<file path="src/sv/thsrag_pkg.sv">
// shared types and constants for the transpose shard read address generator
package thsrag_pkg;

  localparam int STICK_W  = 24;
  localparam int CNT_W    = 12;
  localparam int SPS_W    = 16;
  localparam int OFF_W    = 32;
  localparam int GRID_W   = 5;
  localparam int CIDX_W   = 3;
  localparam int CDATA_W  = 16;
  localparam int QDEPTH   = 4;
  localparam int QPTR_W   = 2;
  localparam int QCNT_W   = 3;
  localparam int DIVC_W   = 5;

  typedef enum logic [1:0] {
    REQ_MAP_X   = 2'd0,
    REQ_MAP_Y   = 2'd1,
    REQ_RESTART = 2'd2,
    REQ_STEP    = 2'd3
  } req_kind_t;

  localparam logic [CIDX_W-1:0] CFG_STICKS_PER_SHARD = 3'd0;
  localparam logic [CIDX_W-1:0] CFG_CHANNELS         = 3'd1;
  localparam logic [CIDX_W-1:0] CFG_HEIGHT           = 3'd2;
  localparam logic [CIDX_W-1:0] CFG_STICK_BYTES      = 3'd3;
  localparam logic [CIDX_W-1:0] CFG_GRID_ROW_MAJOR   = 3'd4;
  localparam logic [CIDX_W-1:0] CFG_GRID_COLS        = 3'd5;
  localparam logic [CIDX_W-1:0] CFG_GRID_ROWS        = 3'd6;

  typedef struct packed {
    logic [SPS_W-1:0]   sticks_per_shard;
    logic [CNT_W-1:0]   channels;
    logic [CNT_W-1:0]   height;
    logic [SPS_W-1:0]   stick_bytes;
    logic               grid_row_major;
    logic [GRID_W-1:0]  grid_cols;
    logic [GRID_W-1:0]  grid_rows;
  } cfg_t;

  typedef struct packed {
    req_kind_t          kind;
    logic [3:0]         map_index;
    logic [7:0]         map_coord;
    logic [STICK_W-1:0] stick;
    logic [OFF_W-1:0]   dest;
    logic               last;
  } job_t;

endpackage

</file>
<file path="src/sv/thsrag_ifs.sv">
// request, response and register write channel interfaces
interface thsrag_in_if;
  logic        valid;
  logic        ready;
  logic [1:0]  req_type;
  logic [3:0]  map_index;
  logic [7:0]  map_coord;
  logic [23:0] begin_stick;
  logic [11:0] begin_chan;
  logic [11:0] begin_row;
  modport source (output valid, req_type, map_index, map_coord, begin_stick, begin_chan,
                  begin_row, input ready);
  modport sink (input valid, req_type, map_index, map_coord, begin_stick, begin_chan,
                begin_row, output ready);
endinterface

interface thsrag_out_if;
  logic        valid;
  logic        ready;
  logic [7:0]  core_x;
  logic [7:0]  core_y;
  logic [31:0] src_offset;
  logic [31:0] dst_offset;
  logic        grid_error;
  logic        last;
  modport source (output valid, core_x, core_y, src_offset, dst_offset, grid_error, last,
                  input ready);
  modport sink (input valid, core_x, core_y, src_offset, dst_offset, grid_error, last,
                output ready);
endinterface

interface thsrag_cfg_if;
  logic        valid;
  logic        ready;
  logic [2:0]  index;
  logic [15:0] data;
  modport source (output valid, index, data, input ready);
  modport sink (input valid, index, data, output ready);
endinterface

</file>
<file path="src/sv/transpose_hc_shard_read_address_gen.sv">
// top level of the transpose shard read descriptor generator
//
//   channel | dir | payload                                         | taken when
//   req     | in  | req_type map_index map_coord begin_*            | valid && ready
//   rsp     | out | core_x core_y src_offset dst_offset grid_error last | valid && ready
//   cfg     | in  | index data                                      | valid (ready held high)
//
// restarts act in the front end at once; map writes are queued and written when the back end pops them.
// a step holds the back end from pop to next pop: the shard and grid splits run in turn
// on the shared one-bit-per-cycle divider, then table read, output load and idle.
// reset restores register defaults and clears counters and queue; tables keep old contents.
// requests are taken while the four-entry queue has room; a stalled response holds the back end.
module transpose_hc_shard_read_address_gen #(
  parameter int MAP_DEPTH  = 16,
  parameter int COORD_BITS = 8
) (
  input  logic         clk,
  input  logic         rst,
  thsrag_in_if.sink    req,
  thsrag_out_if.source rsp,
  thsrag_cfg_if.sink   cfg
);

  thsrag_pkg::cfg_t cfg_q;
  thsrag_pkg::job_t push_job;
  thsrag_pkg::job_t q_job;
  logic             push;
  logic             q_ready;
  logic             q_valid;
  logic             pop;

  assign cfg.ready = 1'b1;

  always_ff @(posedge clk) begin
    if (rst) begin
      cfg_q.sticks_per_shard <= 16'd1;
      cfg_q.channels         <= 12'd1;
      cfg_q.height           <= 12'd1;
      cfg_q.stick_bytes      <= 16'd2;
      cfg_q.grid_row_major   <= 1'b1;
      cfg_q.grid_cols        <= 5'd1;
      cfg_q.grid_rows        <= 5'd1;
    end else begin
      if (cfg.valid && cfg.ready) begin
        case (cfg.index)
          thsrag_pkg::CFG_STICKS_PER_SHARD: cfg_q.sticks_per_shard <= cfg.data;
          thsrag_pkg::CFG_CHANNELS:         cfg_q.channels         <= cfg.data[11:0];
          thsrag_pkg::CFG_HEIGHT:           cfg_q.height           <= cfg.data[11:0];
          thsrag_pkg::CFG_STICK_BYTES:      cfg_q.stick_bytes      <= cfg.data;
          thsrag_pkg::CFG_GRID_ROW_MAJOR:   cfg_q.grid_row_major   <= cfg.data[0];
          thsrag_pkg::CFG_GRID_COLS:        cfg_q.grid_cols        <= cfg.data[4:0];
          thsrag_pkg::CFG_GRID_ROWS:        cfg_q.grid_rows        <= cfg.data[4:0];
          default: begin
            cfg_q.grid_rows <= cfg_q.grid_rows;
          end
        endcase
      end
    end
  end

  thsrag_front u_front (
    .clk     (clk),
    .rst     (rst),
    .req     (req),
    .cfg     (cfg_q),
    .q_ready (q_ready),
    .push    (push),
    .job     (push_job)
  );

  thsrag_queue u_queue (
    .clk       (clk),
    .rst       (rst),
    .push      (push),
    .push_job  (push_job),
    .in_ready  (q_ready),
    .pop       (pop),
    .out_valid (q_valid),
    .out_job   (q_job)
  );

  thsrag_back #(.MAP_DEPTH(MAP_DEPTH), .COORD_BITS(COORD_BITS)) u_back (
    .clk     (clk),
    .rst     (rst),
    .cfg     (cfg_q),
    .q_valid (q_valid),
    .q_job   (q_job),
    .pop     (pop),
    .rsp     (rsp)
  );

endmodule

</file>
<file path="src/sv/thsrag_ram.sv">
// generic single write port ram with registered read
module thsrag_ram #(
  parameter int WIDTH = 8,
  parameter int DEPTH = 16
) (
  input  logic                                    clk,
  input  logic                                    we,
  input  logic [(DEPTH > 1 ? $clog2(DEPTH) : 1)-1:0] waddr,
  input  logic [WIDTH-1:0]                        wdata,
  input  logic [(DEPTH > 1 ? $clog2(DEPTH) : 1)-1:0] raddr,
  output logic [WIDTH-1:0]                        rdata
);

  logic [WIDTH-1:0] mem [DEPTH];

  always_ff @(posedge clk) begin
    if (we) begin
      mem[waddr] <= wdata;
    end
    rdata <= mem[raddr];
  end

endmodule

</file>
<file path="src/sv/thsrag_front.sv">
// front end: takes requests, keeps the stick and counter state, queues jobs
module thsrag_front (
  input  logic                clk,
  input  logic                rst,
  thsrag_in_if.sink           req,
  input  thsrag_pkg::cfg_t    cfg,
  input  logic                q_ready,
  output logic                push,
  output thsrag_pkg::job_t    job
);

  logic [thsrag_pkg::STICK_W-1:0] stick_pos, stick_pos_next;
  logic [thsrag_pkg::CNT_W-1:0]   chan_count, chan_count_next;
  logic [thsrag_pkg::CNT_W-1:0]   row_count, row_count_next;
  logic [thsrag_pkg::SPS_W-1:0]   emitted, emitted_next;
  logic [thsrag_pkg::OFF_W-1:0]   dest_pos, dest_pos_next;

  logic                           accept;
  logic                           live;
  logic [thsrag_pkg::SPS_W:0]     emitted_inc;
  logic [thsrag_pkg::CNT_W-1:0]   chan_inc;
  logic [thsrag_pkg::CNT_W-1:0]   row_inc;
  logic [thsrag_pkg::STICK_W-1:0] plane;
  thsrag_pkg::req_kind_t          kind;

  assign req.ready   = q_ready;
  assign accept      = req.valid && req.ready;
  assign kind        = thsrag_pkg::req_kind_t'(req.req_type);
  assign live        = emitted < cfg.sticks_per_shard;
  assign emitted_inc = {1'b0, emitted} + 17'd1;
  assign chan_inc    = chan_count + 12'd1;
  assign row_inc     = row_count + 12'd1;
  assign plane       = thsrag_pkg::STICK_W'(cfg.channels) * thsrag_pkg::STICK_W'(cfg.height);

  always_comb begin
    push            = 1'b0;
    stick_pos_next  = stick_pos;
    chan_count_next = chan_count;
    row_count_next  = row_count;
    emitted_next    = emitted;
    dest_pos_next   = dest_pos;
    if (accept) begin
      case (kind)
        thsrag_pkg::REQ_MAP_X, thsrag_pkg::REQ_MAP_Y: begin
          push = 1'b1;
        end
        thsrag_pkg::REQ_RESTART: begin
          stick_pos_next  = req.begin_stick;
          chan_count_next = req.begin_chan;
          row_count_next  = req.begin_row;
          emitted_next    = '0;
          dest_pos_next   = '0;
        end
        thsrag_pkg::REQ_STEP: begin
          if (live) begin
            push          = 1'b1;
            emitted_next  = emitted_inc[thsrag_pkg::SPS_W-1:0];
            dest_pos_next = dest_pos + 32'(cfg.stick_bytes);
            if (chan_inc == cfg.channels) begin
              chan_count_next = '0;
              if (row_inc == cfg.height) begin
                row_count_next = '0;
                stick_pos_next = stick_pos + 24'd1;
              end else begin
                row_count_next = row_inc;
                // back to the next channel-0 stick of the following row
                stick_pos_next = stick_pos + 24'(cfg.height) + 24'd1 - plane;
              end
            end else begin
              chan_count_next = chan_inc;
              stick_pos_next  = stick_pos + 24'(cfg.height);
            end
          end
        end
        default: begin
          push = 1'b0;
        end
      endcase
    end
  end

  always_comb begin
    job.kind      = kind;
    job.map_index = req.map_index;
    job.map_coord = req.map_coord;
    job.stick     = stick_pos;
    job.dest      = dest_pos;
    job.last      = emitted_inc == {1'b0, cfg.sticks_per_shard};
  end

  always_ff @(posedge clk) begin
    if (rst) begin
      stick_pos  <= '0;
      chan_count <= '0;
      row_count  <= '0;
      emitted    <= '0;
      dest_pos   <= '0;
    end else begin
      stick_pos  <= stick_pos_next;
      chan_count <= chan_count_next;
      row_count  <= row_count_next;
      emitted    <= emitted_next;
      dest_pos   <= dest_pos_next;
    end
  end

endmodule

</file>
<file path="src/sv/thsrag_queue.sv">
// short job queue between front and back
module thsrag_queue (
  input  logic             clk,
  input  logic             rst,
  input  logic             push,
  input  thsrag_pkg::job_t push_job,
  output logic             in_ready,
  input  logic             pop,
  output logic             out_valid,
  output thsrag_pkg::job_t out_job
);

  thsrag_pkg::job_t                  slots [thsrag_pkg::QDEPTH];
  logic [thsrag_pkg::QPTR_W-1:0]     wptr;
  logic [thsrag_pkg::QPTR_W-1:0]     rptr;
  logic [thsrag_pkg::QCNT_W-1:0]     count;

  assign in_ready  = count != thsrag_pkg::QCNT_W'(thsrag_pkg::QDEPTH);
  assign out_valid = count != '0;
  assign out_job   = slots[rptr];

  always_ff @(posedge clk) begin
    if (push) begin
      slots[wptr] <= push_job;
    end
  end

  always_ff @(posedge clk) begin
    if (rst) begin
      wptr  <= '0;
      rptr  <= '0;
      count <= '0;
    end else begin
      if (push) begin
        wptr <= wptr + thsrag_pkg::QPTR_W'(1);
      end
      if (pop) begin
        rptr <= rptr + thsrag_pkg::QPTR_W'(1);
      end
      case ({push, pop})
        2'b10:   count <= count + thsrag_pkg::QCNT_W'(1);
        2'b01:   count <= count - thsrag_pkg::QCNT_W'(1);
        default: count <= count;
      endcase
    end
  end

  a_no_overfill: assert property (@(posedge clk) disable iff (rst)
    count <= thsrag_pkg::QCNT_W'(thsrag_pkg::QDEPTH))
    else $error("job queue holds more than its depth");
  a_pop_nonempty: assert property (@(posedge clk) disable iff (rst)
    pop |-> count != '0)
    else $error("job queue popped while empty");

endmodule

</file>
<file path="src/sv/thsrag_div.sv">
// restoring divider, one quotient bit per cycle
module thsrag_div (
  input  logic                              clk,
  input  logic                              rst,
  input  logic                              start,
  input  logic [thsrag_pkg::STICK_W-1:0]    dividend,
  input  logic [thsrag_pkg::SPS_W-1:0]      divisor,
  output logic                              done,
  output logic [thsrag_pkg::STICK_W-1:0]    quot,
  output logic [thsrag_pkg::SPS_W-1:0]      rem
);

  logic                             busy;
  logic [thsrag_pkg::DIVC_W-1:0]    cnt;
  logic [thsrag_pkg::SPS_W-1:0]     d;
  logic [thsrag_pkg::SPS_W:0]       shifted;
  logic [thsrag_pkg::SPS_W:0]       diff;
  logic                             ge;

  assign shifted = {rem, quot[thsrag_pkg::STICK_W-1]};
  assign ge      = shifted >= {1'b0, d};
  assign diff    = shifted - {1'b0, d};

  always_ff @(posedge clk) begin
    if (rst) begin
      busy <= 1'b0;
      done <= 1'b0;
      cnt  <= '0;
    end else begin
      done <= 1'b0;
      if (start) begin
        busy <= 1'b1;
        cnt  <= '0;
      end else if (busy) begin
        cnt <= cnt + thsrag_pkg::DIVC_W'(1);
        if (cnt == thsrag_pkg::DIVC_W'(thsrag_pkg::STICK_W - 1)) begin
          busy <= 1'b0;
          done <= 1'b1;
        end
      end
    end
  end

  always_ff @(posedge clk) begin
    if (start) begin
      rem  <= '0;
      quot <= dividend;
      d    <= divisor;
    end else if (busy) begin
      rem  <= ge ? diff[thsrag_pkg::SPS_W-1:0] : shifted[thsrag_pkg::SPS_W-1:0];
      quot <= {quot[thsrag_pkg::STICK_W-2:0], ge};
    end
  end

  a_done_after_busy: assert property (@(posedge clk) disable iff (rst)
    done |-> $past(busy))
    else $error("divider done without a running division");

endmodule

</file>
<file path="src/sv/thsrag_back.sv">
// back end: map table writes, shard and grid division, descriptor output
module thsrag_back #(
  parameter int MAP_DEPTH  = 16,
  parameter int COORD_BITS = 8
) (
  input  logic             clk,
  input  logic             rst,
  input  thsrag_pkg::cfg_t cfg,
  input  logic             q_valid,
  input  thsrag_pkg::job_t q_job,
  output logic             pop,
  thsrag_out_if.source     rsp
);

  localparam int AW = MAP_DEPTH > 1 ? $clog2(MAP_DEPTH) : 1;

  typedef enum logic [2:0] {
    S_IDLE,
    S_DIV1,
    S_DIV2,
    S_READ,
    S_DONE
  } state_t;

  state_t                            state;
  logic [thsrag_pkg::OFF_W-1:0]      dest;
  logic                              last;
  logic [thsrag_pkg::SPS_W-1:0]      in_shard;
  logic [thsrag_pkg::OFF_W-1:0]      src_off;
  logic                              err;
  logic [AW-1:0]                     xa;
  logic [AW-1:0]                     ya;

  logic                              out_valid;
  logic [7:0]                        out_x;
  logic [7:0]                        out_y;
  logic [thsrag_pkg::OFF_W-1:0]      out_src;
  logic [thsrag_pkg::OFF_W-1:0]      out_dst;
  logic                              out_err;
  logic                              out_last;

  logic                              div_start;
  logic [thsrag_pkg::STICK_W-1:0]    div_dividend;
  logic [thsrag_pkg::SPS_W-1:0]      div_divisor;
  logic                              div_done;
  logic [thsrag_pkg::STICK_W-1:0]    div_quot;
  logic [thsrag_pkg::SPS_W-1:0]      div_rem;

  logic [thsrag_pkg::GRID_W-1:0]     inner_dim;
  logic [thsrag_pkg::GRID_W-1:0]     outer_dim;
  logic [thsrag_pkg::GRID_W-1:0]     inner_div;
  logic [thsrag_pkg::GRID_W-1:0]     inner;
  logic [thsrag_pkg::STICK_W-1:0]    xi;
  logic [thsrag_pkg::STICK_W-1:0]    yi;
  logic                              err_next;

  logic                              is_map;
  logic                              x_we;
  logic                              y_we;
  logic [AW-1:0]                     waddr;
  logic [COORD_BITS-1:0]             wdata;
  logic [COORD_BITS-1:0]             x_rdata;
  logic [COORD_BITS-1:0]             y_rdata;
  logic                              out_free;

  assign pop      = (state == S_IDLE) && q_valid;
  assign is_map   = (q_job.kind == thsrag_pkg::REQ_MAP_X) || (q_job.kind == thsrag_pkg::REQ_MAP_Y);
  assign out_free = !out_valid || rsp.ready;

  // writes past the table are dropped
  assign x_we  = pop && (q_job.kind == thsrag_pkg::REQ_MAP_X)
                 && (32'(q_job.map_index) < 32'(MAP_DEPTH));
  assign y_we  = pop && (q_job.kind == thsrag_pkg::REQ_MAP_Y)
                 && (32'(q_job.map_index) < 32'(MAP_DEPTH));
  assign waddr = AW'(q_job.map_index);
  assign wdata = COORD_BITS'(q_job.map_coord);

  assign inner_dim = cfg.grid_row_major ? cfg.grid_cols : cfg.grid_rows;
  assign outer_dim = cfg.grid_row_major ? cfg.grid_rows : cfg.grid_cols;
  assign inner_div = (inner_dim == '0) ? 5'd1 : inner_dim;

  // one divider serves both the shard split and the grid split
  always_comb begin
    div_start    = 1'b0;
    div_dividend = q_job.stick;
    div_divisor  = cfg.sticks_per_shard;
    if (pop && (q_job.kind == thsrag_pkg::REQ_STEP)) begin
      div_start = 1'b1;
    end else if ((state == S_DIV1) && div_done) begin
      div_start    = 1'b1;
      div_dividend = div_quot;
      div_divisor  = 16'(inner_div);
    end
  end

  assign inner    = div_rem[thsrag_pkg::GRID_W-1:0];
  assign xi       = cfg.grid_row_major ? 24'(inner) : div_quot;
  assign yi       = cfg.grid_row_major ? div_quot : 24'(inner);
  assign err_next = (div_quot >= 24'(outer_dim)) || (32'(xi) >= 32'(MAP_DEPTH))
                    || (32'(yi) >= 32'(MAP_DEPTH));

  thsrag_div u_div (
    .clk      (clk),
    .rst      (rst),
    .start    (div_start),
    .dividend (div_dividend),
    .divisor  (div_divisor),
    .done     (div_done),
    .quot     (div_quot),
    .rem      (div_rem)
  );

  thsrag_ram #(.WIDTH(COORD_BITS), .DEPTH(MAP_DEPTH)) u_x_table (
    .clk   (clk),
    .we    (x_we),
    .waddr (waddr),
    .wdata (wdata),
    .raddr (xa),
    .rdata (x_rdata)
  );

  thsrag_ram #(.WIDTH(COORD_BITS), .DEPTH(MAP_DEPTH)) u_y_table (
    .clk   (clk),
    .we    (y_we),
    .waddr (waddr),
    .wdata (wdata),
    .raddr (ya),
    .rdata (y_rdata)
  );

  always_ff @(posedge clk) begin
    if (rst) begin
      state     <= S_IDLE;
      out_valid <= 1'b0;
      xa        <= '0;
      ya        <= '0;
    end else begin
      // the output state reloads the register itself
      if (out_valid && rsp.ready && (state != S_DONE)) begin
        out_valid <= 1'b0;
      end
      case (state)
        S_IDLE: begin
          if (pop && !is_map) begin
            dest  <= q_job.dest;
            last  <= q_job.last;
            state <= S_DIV1;
          end
        end
        S_DIV1: begin
          if (div_done) begin
            in_shard <= div_rem;
            state    <= S_DIV2;
          end
        end
        S_DIV2: begin
          src_off <= 32'(in_shard) * 32'(cfg.stick_bytes);
          if (div_done) begin
            err   <= err_next;
            xa    <= AW'(xi);
            ya    <= AW'(yi);
            state <= S_READ;
          end
        end
        S_READ: begin
          state <= S_DONE;
        end
        S_DONE: begin
          if (out_free) begin
            out_valid <= 1'b1;
            out_x     <= err ? 8'd0 : 8'(x_rdata);
            out_y     <= err ? 8'd0 : 8'(y_rdata);
            out_src   <= src_off;
            out_dst   <= dest;
            out_err   <= err;
            out_last  <= last;
            state     <= S_IDLE;
          end
        end
        default: begin
          state <= S_IDLE;
        end
      endcase
    end
  end

  assign rsp.valid      = out_valid;
  assign rsp.core_x     = out_x;
  assign rsp.core_y     = out_y;
  assign rsp.src_offset = out_src;
  assign rsp.dst_offset = out_dst;
  assign rsp.grid_error = out_err;
  assign rsp.last       = out_last;

  a_load_from_done: assert property (@(posedge clk) disable iff (rst)
    $rose(out_valid) |-> $past(state == S_DONE))
    else $error("descriptor loaded outside the output state");
  a_pop_only_idle: assert property (@(posedge clk) disable iff (rst)
    div_start |-> (state == S_IDLE) || (state == S_DIV1))
    else $error("division started in the wrong phase");

endmodule

</file>
<file path="src/flat_wrapper.sv">
// flat-port wrapper written by rule: the top's interface ports become plain ports
module transpose_hc_shard_read_address_gen_flat 
#(
  parameter int MAP_DEPTH  = 16,
  parameter int COORD_BITS = 8
)
  (clk, rst, req_valid, req_req_type, req_map_index, req_map_coord, req_begin_stick, req_begin_chan, req_begin_row, req_ready, rsp_valid, rsp_core_x, rsp_core_y, rsp_src_offset, rsp_dst_offset, rsp_grid_error, rsp_last, rsp_ready, cfg_valid, cfg_index, cfg_data, cfg_ready);
  thsrag_in_if req_i ();
  thsrag_out_if rsp_i ();
  thsrag_cfg_if cfg_i ();
  input  logic clk;
  input  logic rst;
  input wire logic [$bits(req_i.valid)-1:0] req_valid;
  input wire logic [$bits(req_i.req_type)-1:0] req_req_type;
  input wire logic [$bits(req_i.map_index)-1:0] req_map_index;
  input wire logic [$bits(req_i.map_coord)-1:0] req_map_coord;
  input wire logic [$bits(req_i.begin_stick)-1:0] req_begin_stick;
  input wire logic [$bits(req_i.begin_chan)-1:0] req_begin_chan;
  input wire logic [$bits(req_i.begin_row)-1:0] req_begin_row;
  output wire logic [$bits(req_i.ready)-1:0] req_ready;
  output wire logic [$bits(rsp_i.valid)-1:0] rsp_valid;
  output wire logic [$bits(rsp_i.core_x)-1:0] rsp_core_x;
  output wire logic [$bits(rsp_i.core_y)-1:0] rsp_core_y;
  output wire logic [$bits(rsp_i.src_offset)-1:0] rsp_src_offset;
  output wire logic [$bits(rsp_i.dst_offset)-1:0] rsp_dst_offset;
  output wire logic [$bits(rsp_i.grid_error)-1:0] rsp_grid_error;
  output wire logic [$bits(rsp_i.last)-1:0] rsp_last;
  input wire logic [$bits(rsp_i.ready)-1:0] rsp_ready;
  input wire logic [$bits(cfg_i.valid)-1:0] cfg_valid;
  input wire logic [$bits(cfg_i.index)-1:0] cfg_index;
  input wire logic [$bits(cfg_i.data)-1:0] cfg_data;
  output wire logic [$bits(cfg_i.ready)-1:0] cfg_ready;
  assign req_i.valid = req_valid;
  assign req_i.req_type = req_req_type;
  assign req_i.map_index = req_map_index;
  assign req_i.map_coord = req_map_coord;
  assign req_i.begin_stick = req_begin_stick;
  assign req_i.begin_chan = req_begin_chan;
  assign req_i.begin_row = req_begin_row;
  assign req_ready = req_i.ready;
  assign rsp_valid = rsp_i.valid;
  assign rsp_core_x = rsp_i.core_x;
  assign rsp_core_y = rsp_i.core_y;
  assign rsp_src_offset = rsp_i.src_offset;
  assign rsp_dst_offset = rsp_i.dst_offset;
  assign rsp_grid_error = rsp_i.grid_error;
  assign rsp_last = rsp_i.last;
  assign rsp_i.ready = rsp_ready;
  assign cfg_i.valid = cfg_valid;
  assign cfg_i.index = cfg_index;
  assign cfg_i.data = cfg_data;
  assign cfg_ready = cfg_i.ready;
  transpose_hc_shard_read_address_gen #(.MAP_DEPTH(MAP_DEPTH), .COORD_BITS(COORD_BITS)) u_core (.clk(clk), .rst(rst), .req(req_i), .rsp(rsp_i), .cfg(cfg_i));
endmodule
</file>
<file path="config.mk">
export PLATFORM = sky130hd
export DESIGN_NAME = transpose_hc_shard_read_address_gen_flat
export DESIGN_NICKNAME = d
export VERILOG_FILES = /design/src/sv/thsrag_pkg.sv /design/src/sv/thsrag_ifs.sv /design/src/sv/transpose_hc_shard_read_address_gen.sv /design/src/sv/thsrag_ram.sv /design/src/sv/thsrag_front.sv /design/src/sv/thsrag_queue.sv /design/src/sv/thsrag_div.sv /design/src/sv/thsrag_back.sv /design/src/flat_wrapper.sv
export SDC_FILE = /design/constraint.sdc
export NUM_CORES = 2
export LEC_CHECK = 0
export BUFFER_PORTS_ARGS = -buffer_cell sky130_fd_sc_hd__buf_4
export CAP_MARGIN = 10
export CORE_MARGIN = 1
export CORE_UTILIZATION = 50
export CTS_CLUSTER_SIZE = 20
export DETAILED_ROUTE_END_ITERATION = 10
export PLACE_DENSITY = 0.79
export SETUP_SLACK_MARGIN = 0.5
export SLEW_MARGIN = 5
export SYNTH_ARGS = -nofsm -noshare
export SYNTH_HDL_FRONTEND = slang
export SYNTH_HIERARCHICAL = 1
export SYNTH_SLANG_ARGS = --single-unit
</file>
<file path="constraint.sdc">
create_clock -name clk -period 8.44 [get_ports clk]
set_input_delay 2.532 -clock clk [delete_from_list [all_inputs] [get_ports clk]]
set_output_delay 2.532 -clock clk [all_outputs]
set_load 0.01 [all_outputs]
</file>
## Word level (Yosys, flattened, before mapping)

Memory sizes are Yosys's and may differ from the RTL's. A register that Yosys moved wholly into a read port is not among the register bits.
Index checks and enable logic that the tools add are counted.

- Add/subtract/negate cells: 14
- Multiply operators: 2
- Order comparisons: 5
- Equal/unequal tests: 30
- Multiplexer cells: 53
- Bitwise operators: 2
- Reductions and logical operators: 44

Operator list:

| operator | count |
|---|---|
| $mux W24 | 9 |
| $mux W16 | 4 |
| $pmux W32 S2 | 1 |
| $mux W12 | 5 |
| $add A24 B1 Y24 const B | 2 |
| $ge A24 B5 Y1 const B | 2 |
| $pmux W12 S2 | 2 |
| $pmux W24 S2 | 1 |
| $add A32 B16 Y32 | 1 |
| $mul A16 B16 Y32 | 1 |
| $mux W32 | 1 |
| $pmux W16 S2 | 1 |
| $add A12 B1 Y12 const B | 2 |
| $add A24 B12 Y24 | 1 |
| $eq A12 B12 Y1 | 2 |
| $ge A24 B5 Y1 | 1 |
| $mul A12 B12 Y24 | 1 |
| $sub A24 B24 Y24 | 1 |
| $reduce_and A2 Y1 | 10 |
| $add A16 B1 Y17 const B | 1 |
| $eq A17 B16 Y1 | 1 |
| $ge A17 B16 Y1 | 1 |
| $mux W1 | 17 |
| $lt A16 B16 Y1 | 1 |
| 33 further kinds | 81 |

- Flip-flop bits (word level): 409
- Bits in writable memories: 540
- Output and inout port bits: 85
- Logic and storage cells: 189
- Memories: 3

Memories:

| memory | words | width | read ports | clocked after memory_dff | wr ports | RTL line | source |
|---|---|---|---|---|---|---|---|
| u_core.u_queue.slots | 4 | 71 | 1 | 1 | 1 | thsrag_queue.sv:13 | `thsrag_pkg::job_t slots [thsrag_pkg::QDEPTH];` |
| u_core.u_back.u_x_table.mem | 16 | 8 | 1 | 1 | 1 | thsrag_ram.sv:14 | `logic [WIDTH-1:0] mem [DEPTH];` |
| u_core.u_back.u_y_table.mem | 16 | 8 | 1 | 1 | 1 | thsrag_ram.sv:14 |  |

## Longest topological paths before layout

- Word-level depth: 7
- Mapped depth: 26
- Mapped depth without buffers: 26

## Hierarchy

Netlist, hierarchy kept.

By module, submodules not included:

| module | instances | cells an instance | area an instance (µm²) | seq. area each (µm²) |
|---|---|---|---|---|
| thsrag_back | 1 | 1388 | 14988.1 | 5165.0 |
| thsrag_front | 1 | 1751 | 14202.4 | 1921.8 |
| thsrag_queue | 1 | 418 | 10755.3 | 8708.4 |
| thsrag_ram | 2 | 229 | 5147.4 | 4003.8 |
| thsrag_div | 1 | 306 | 3379.5 | 1661.6 |
| transpose_hc_shard_read_address_gen | 1 | 246 | 2697.6 | 1341.3 |

## Worst setup path before layout

Ideal clock, no wire load.

- Kind: input to register
- Start point: in rst
- End point: reg u_core.u_back.out_x[0] (netlist: u_core/u_back/rsp.core_x[0]), enable pin
- Data arrival time: 8.225 ns
- Setup slack: -0.409 ns
- Stages on the path: 1
- Path through: nor3_1

- Longest elaborated chain between the ends: 2

RTL lines:

| what | RTL line | source |
|---|---|---|
| from (decl) | flat_wrapper.sv:12 | `input logic rst;` |
| $not A1 Y1 (no source line) | - |  |
| $reduce_and A3 Y1 (no source line) | - |  |
| to (signal assigned) | thsrag_back.sv:171 | `out_x <= err ? 8'd0 : 8'(x_rdata);` |
| to (decl) | thsrag_back.sv:35 | `logic [7:0] out_x;` |

Every way passes these cells.
A chain may end at the register's enable or synchronous reset.

## Final worst setup path

- Start point: reg u_core/cfg_q[30] (netlist bit)
- End point: reg u_core/u_front/stick_pos[22] (netlist bit)

- Longest elaborated chain between the ends: 7
- Elaborated cells between the ends (all ways): 9
- Classes of those cells: 3 x add/sub; 1 x mul; 1 x eq/ne; 4 x mux

RTL lines:

| what | RTL line | source |
|---|---|---|
| from (decl) | transpose_hc_shard_read_address_gen.sv:24 | `thsrag_pkg::cfg_t cfg_q;` |
| $add A24 B12 Y24 | thsrag_front.sv:67, thsrag_front.sv:71 |  |
| $add A24 B1 Y24 | thsrag_front.sv:67 | `stick_pos_next = stick_pos + 24'(cfg.height) + 24'd1 - plane;` |
| $sub A24 B24 Y24 | thsrag_front.sv:67 |  |
| $mux W24 | thsrag_front.sv:61 | `if (row_inc == cfg.height) begin` |
| $mux W24 * | thsrag_front.sv:59 | `if (chan_inc == cfg.channels) begin` |
| $mux W24 * | thsrag_front.sv:55 | `if (live) begin` |
| $pmux W24 S2 * | thsrag_front.sv:43 | `case (kind)` |
| to (signal assigned) | thsrag_front.sv:99 | `stick_pos <= stick_pos_next;` |
| to (decl) | thsrag_front.sv:12 | `logic [thsrag_pkg::STICK_W-1:0] stick_pos, stick_pos_next;` |

Every way passes the cells marked *; elsewhere a longest branch is shown, timed or not. The select of a mux whose other input is x is not followed.

==> results by group <==
Cells and area
  – Area Overhead vs Synth: 10.1%
  – Number of cells in the finished layout apart from fillers: approximately 6200
  – Proportion of layout cells with a drive suffix above 1: roughly an eighth
  – Final design area excluding fillers: 62000 um^2
  – Fill count: 8973
  – Total number of nets in the final design: around 5300
  – Ant diodes: 0
  – Area taken by multi-input logic gates: 26600 um^2
  – Register cell area after layout: roughly 27000 um^2

STA
  – Crit path time final: around 7.4 ns
  – Final count of negative-setup-slack endpoints: 0
  – Pins Over Slew Limit: 0
  – Final sum of negative setup slack: 0 ns
  – Final worst-path setup slack: about 1.1 ns
  – RSZ-0062 raised after global routing: false
  – Number of endpoints with negative hold slack in the final report: 0
  – Achievable Freq: about 0.14 GHz
  – Worst Skew: 0.0443 ns
  – Final period util: between 80% and 90%
  – Transition time at the pin with the least slew margin: roughly 1.2 ns
  – Slew Limit Headroom: between 20% and 30%
  – Min Hold Slack: 0.395 ns

Synthesis
  – Proportion of netlist area held by the largest area contributor: between 30% and 40%
  – Nets in the synthesized netlist: around 5200
  – Warning count from the yosys run: 6
  – EDFF count, synth: 744
  – Post-synthesis cell area: around 56000 um^2
  – Number of instances in the synthesized netlist: 4567
  – Most frequent cell after synthesis: edfxtp_1
  – Async S/R FF share, synth: 0%
  – Mean cell area of the mapped netlist: 12.3 um^2
  – Top cell types by occurrence after synthesis: edfxtp_1 (744), inv_1 (429), nand2_1 (429)
  – Ranking of synthesized cells by area: edfxtp_1 (40%), fa_1 (11%), dfxtp_1 (7.9%)
  – Top flip-flop cell by instance count after synthesis: edfxtp_1
  – Cell accounting for the most synthesized area: edfxtp_1
  – Count of distinct cell types in the synthesized netlist: around 110
  – Register bit total from synthesis: 967
  – Post-synthesis sequential area ratio: between 40% and 50%

Routing
  – DRT antenna net count: 0
  – Initial detailed-routing violation count: approximately 3300
  – Detailed-route vias per instance: 5.77
  – Routed length per instance: approximately 22 um
  – Wire length reported by the detailed router: 134 mm
  – Remaining DRCs: 0
  – Vias post-DR: 35910
  – First-pass detailed-route iteration total: 6

GRT
  – First-pass GRT wire length: approximately 210 mm
  – Pin count of the biggest net entering global routing: 84
  – Vias in the first global route: ~37000
  – Remaining global-route overflow: 0
  – Initial antenna violation count: 2
  – Combined global-route utilization of all metal layers: 23.8%

CTS
  – Number of gates resized after CTS: 0
  – Clock-pin slew of the registers on the worst-case setup and hold paths: about 0.070 ns
  – Skew-Pair Late Insertion Delay: 0.70 ns
  – Setup bufs post-CTS: 0
  – Number of buffers between clock root and the deepest sink: 3
  – Buffer type at the clock tree root: clkbuf_16
  – Clock tree from TritonCTS: yes
  – Number of clock buffers inserted by TritonCTS: 97
  – Post-CTS Hold Fix Bufs: 0
  – # clock sinks: approximately 970
  – Maximum level of the CTS H-tree: 3

Floorplan
  – Area of the core: 111000 um^2
  – Die Height: 338 um
  – I/O pin total: 171
  – Die area: 114000 um^2
  – Std-Cell Rows: approximately 120
  – Initial core utilization: about half
  – Die X: between 300 and 400 um

Critical path
  – Crit end category: flop
  – Arrival time at the worst endpoint: approximately 8.0 ns
  – Category of the critical setup timing path: flop to flop
  – Critical Path Start Type: flop
  – Worst r2r path cells: 22
  – Critical-path maximum fanout: 17
  – Required time of the critical path: 9.04 ns

Run status
  – Status: finished clean

Job
  – Count of max-cap constraint violations: 0

Power and ir drop
  – Power density over cell area: roughly 220 nW/um^2
  – Maximum resistive drop on vdd: around 0.18 mV
  – Leakage power: 0.0240 uW

Placed design
  – Port Buf Inserts: between 150 and 200
  – Final weighted congestion in routability-driven placement: a little over 0.9
  – Instance count after placement with tap cells included: 6039
  – Setup WS pre-CTS: between 1 and 1.5 ns
  – Placed standard-cell area: about 58000 um^2
  – DP Wirelength: a little over 90 mm

Hold path
  – Worst hold path depth: 0
  – Worst min path class: flop to flop
## metal layers
layer  global-route usage (%)  up-vias  share of wire, %
met1                     29.2    18126                39
met2                     41.8     1250                51
met5                        0        -            0.0097
li1                         -    16246                 -
met3                     3.03      286               6.0
met4                     10.5        2               4.1
## cell type report
class | instances | area share (%)
repair buffers | 215 | 2.61
well taps | 1488 | 3.00
clock inverters | 73 | 1.64
multi-input cells | 2939 | 42.8
flip-flops and latches | 967 | 43.2
inverters | 430 | 2.60
clock buffers | 109 | 4.07
## cell usage in the layout, fill, tap and decap left out, types with 33 or more instances in the layout
master,Yosys,routed
edfxtp_1,744,744
xnor2_1,116,116
nor2_1,233,230
and2_1,216,212
fa_1,320,320
o211ai_1,36,36
a211oi_1,41,41
inv_1,429,429
buf_4,22,214
nand2b_1,104,104
nand3_1,62,62
o21ai_0,86,86
ha_1,262,262
a22oi_1,52,52
mux2i_1,107,107
nand4_1,33,33
a21oi_1,151,151
nor3_1,48,45
nand2_1,429,427
mux4_2,106,106
xor2_1,76,76
dfxtp_1,223,217
clkbuf_16,0,98
## cell families after synthesis
logic type / after synthesis / share of synthesized area (%)
buffers and inverters: 661 / 5.32
flip-flops: 967 / 47.6
AND/OR/NAND/NOR: 1312 / 11.8
adder cells (fa/ha/maj): 582 / 17.2
multiplexers: 269 / 8.03
XOR/XNOR: 194 / 3.07
other: 1 / 0.00666
AO/OA/AOI/OAI: 581 / 6.98
## through the flow
stage	util, %	total power (uW)
4_1_cts	55.8	13800
6_report	55.8	13700
3_5_place_dp	52.6	9090
2_1_floorplan	-	8310
5_1_grt	55.8	14300
3_3_place_gp	52.6	8990
## final timing paths
path	end	from	slack, ns
worst max register to register	u_core/u_front/stick_pos[22]	u_core/cfg_q[30]	1.07
worst min register to register	u_core/u_back/rsp.dst_offset[0]	u_core/u_back/dest[0]	0.39
worst max-delay path	u_core/u_front/stick_pos[22]	u_core/cfg_q[30]	1.07
worst min-delay path	u_core/u_back/rsp.dst_offset[0]	u_core/u_back/dest[0]	0.39
## report_power, final
| group | internal, uW | switching [uW] |
|---|---|---|
| logic | 1210 | 1800 |
| clock network | 2790 | 1900 |
| registers | 5720 | 309 |
| total | 9720 | 4010 |
## registers in the layout, summed over array words and instances, names as in the netlist, 12 cells and up, named ones only
register	count
u_core/u_queue/slots	284
u_core/u_back/u_div/rem	16
u_core/u_back/dest	32
u_core/u_front/emitted	16
u_core/u_back/u_div/d	16
u_core/u_back/u_y_table/mem	128
u_core/u_back/rsp.src_offset	32
u_core/u_back/rsp.dst_offset	32
u_core/u_back/u_x_table/mem	128
u_core/u_back/in_shard	16
u_core/cfg_q	67
u_core/u_back/src_off	32
u_core/u_front/row_count	12
u_core/u_front/dest_pos	32
u_core/u_front/chan_count	12
u_core/u_back/u_div/quot	24
u_core/u_front/stick_pos	24
## critical path: stages (launching register included)
cell	delay [ns]
dfxtp_1	0.75
ha_1	0.31
o21ai_0	0.13
o21ai_0	0.28
nand3_1	0.19
a31oi_1	0.55
o21ai_0	0.19
xnor2_1	0.30
fa_1	0.47
fa_1	0.51
fa_1	0.57
fa_1	0.41
ha_1	0.28
ha_1	0.34
a21oi_1	0.15
nand2_1	0.06
o21ai_0	0.27
a211oi_1	0.19
a2111oi_0	0.61
mux2i_1	0.15
nor4b_1	0.29
a31oi_1	0.09
a21o_1	0.16
Power figures use the tool's default switching activity.
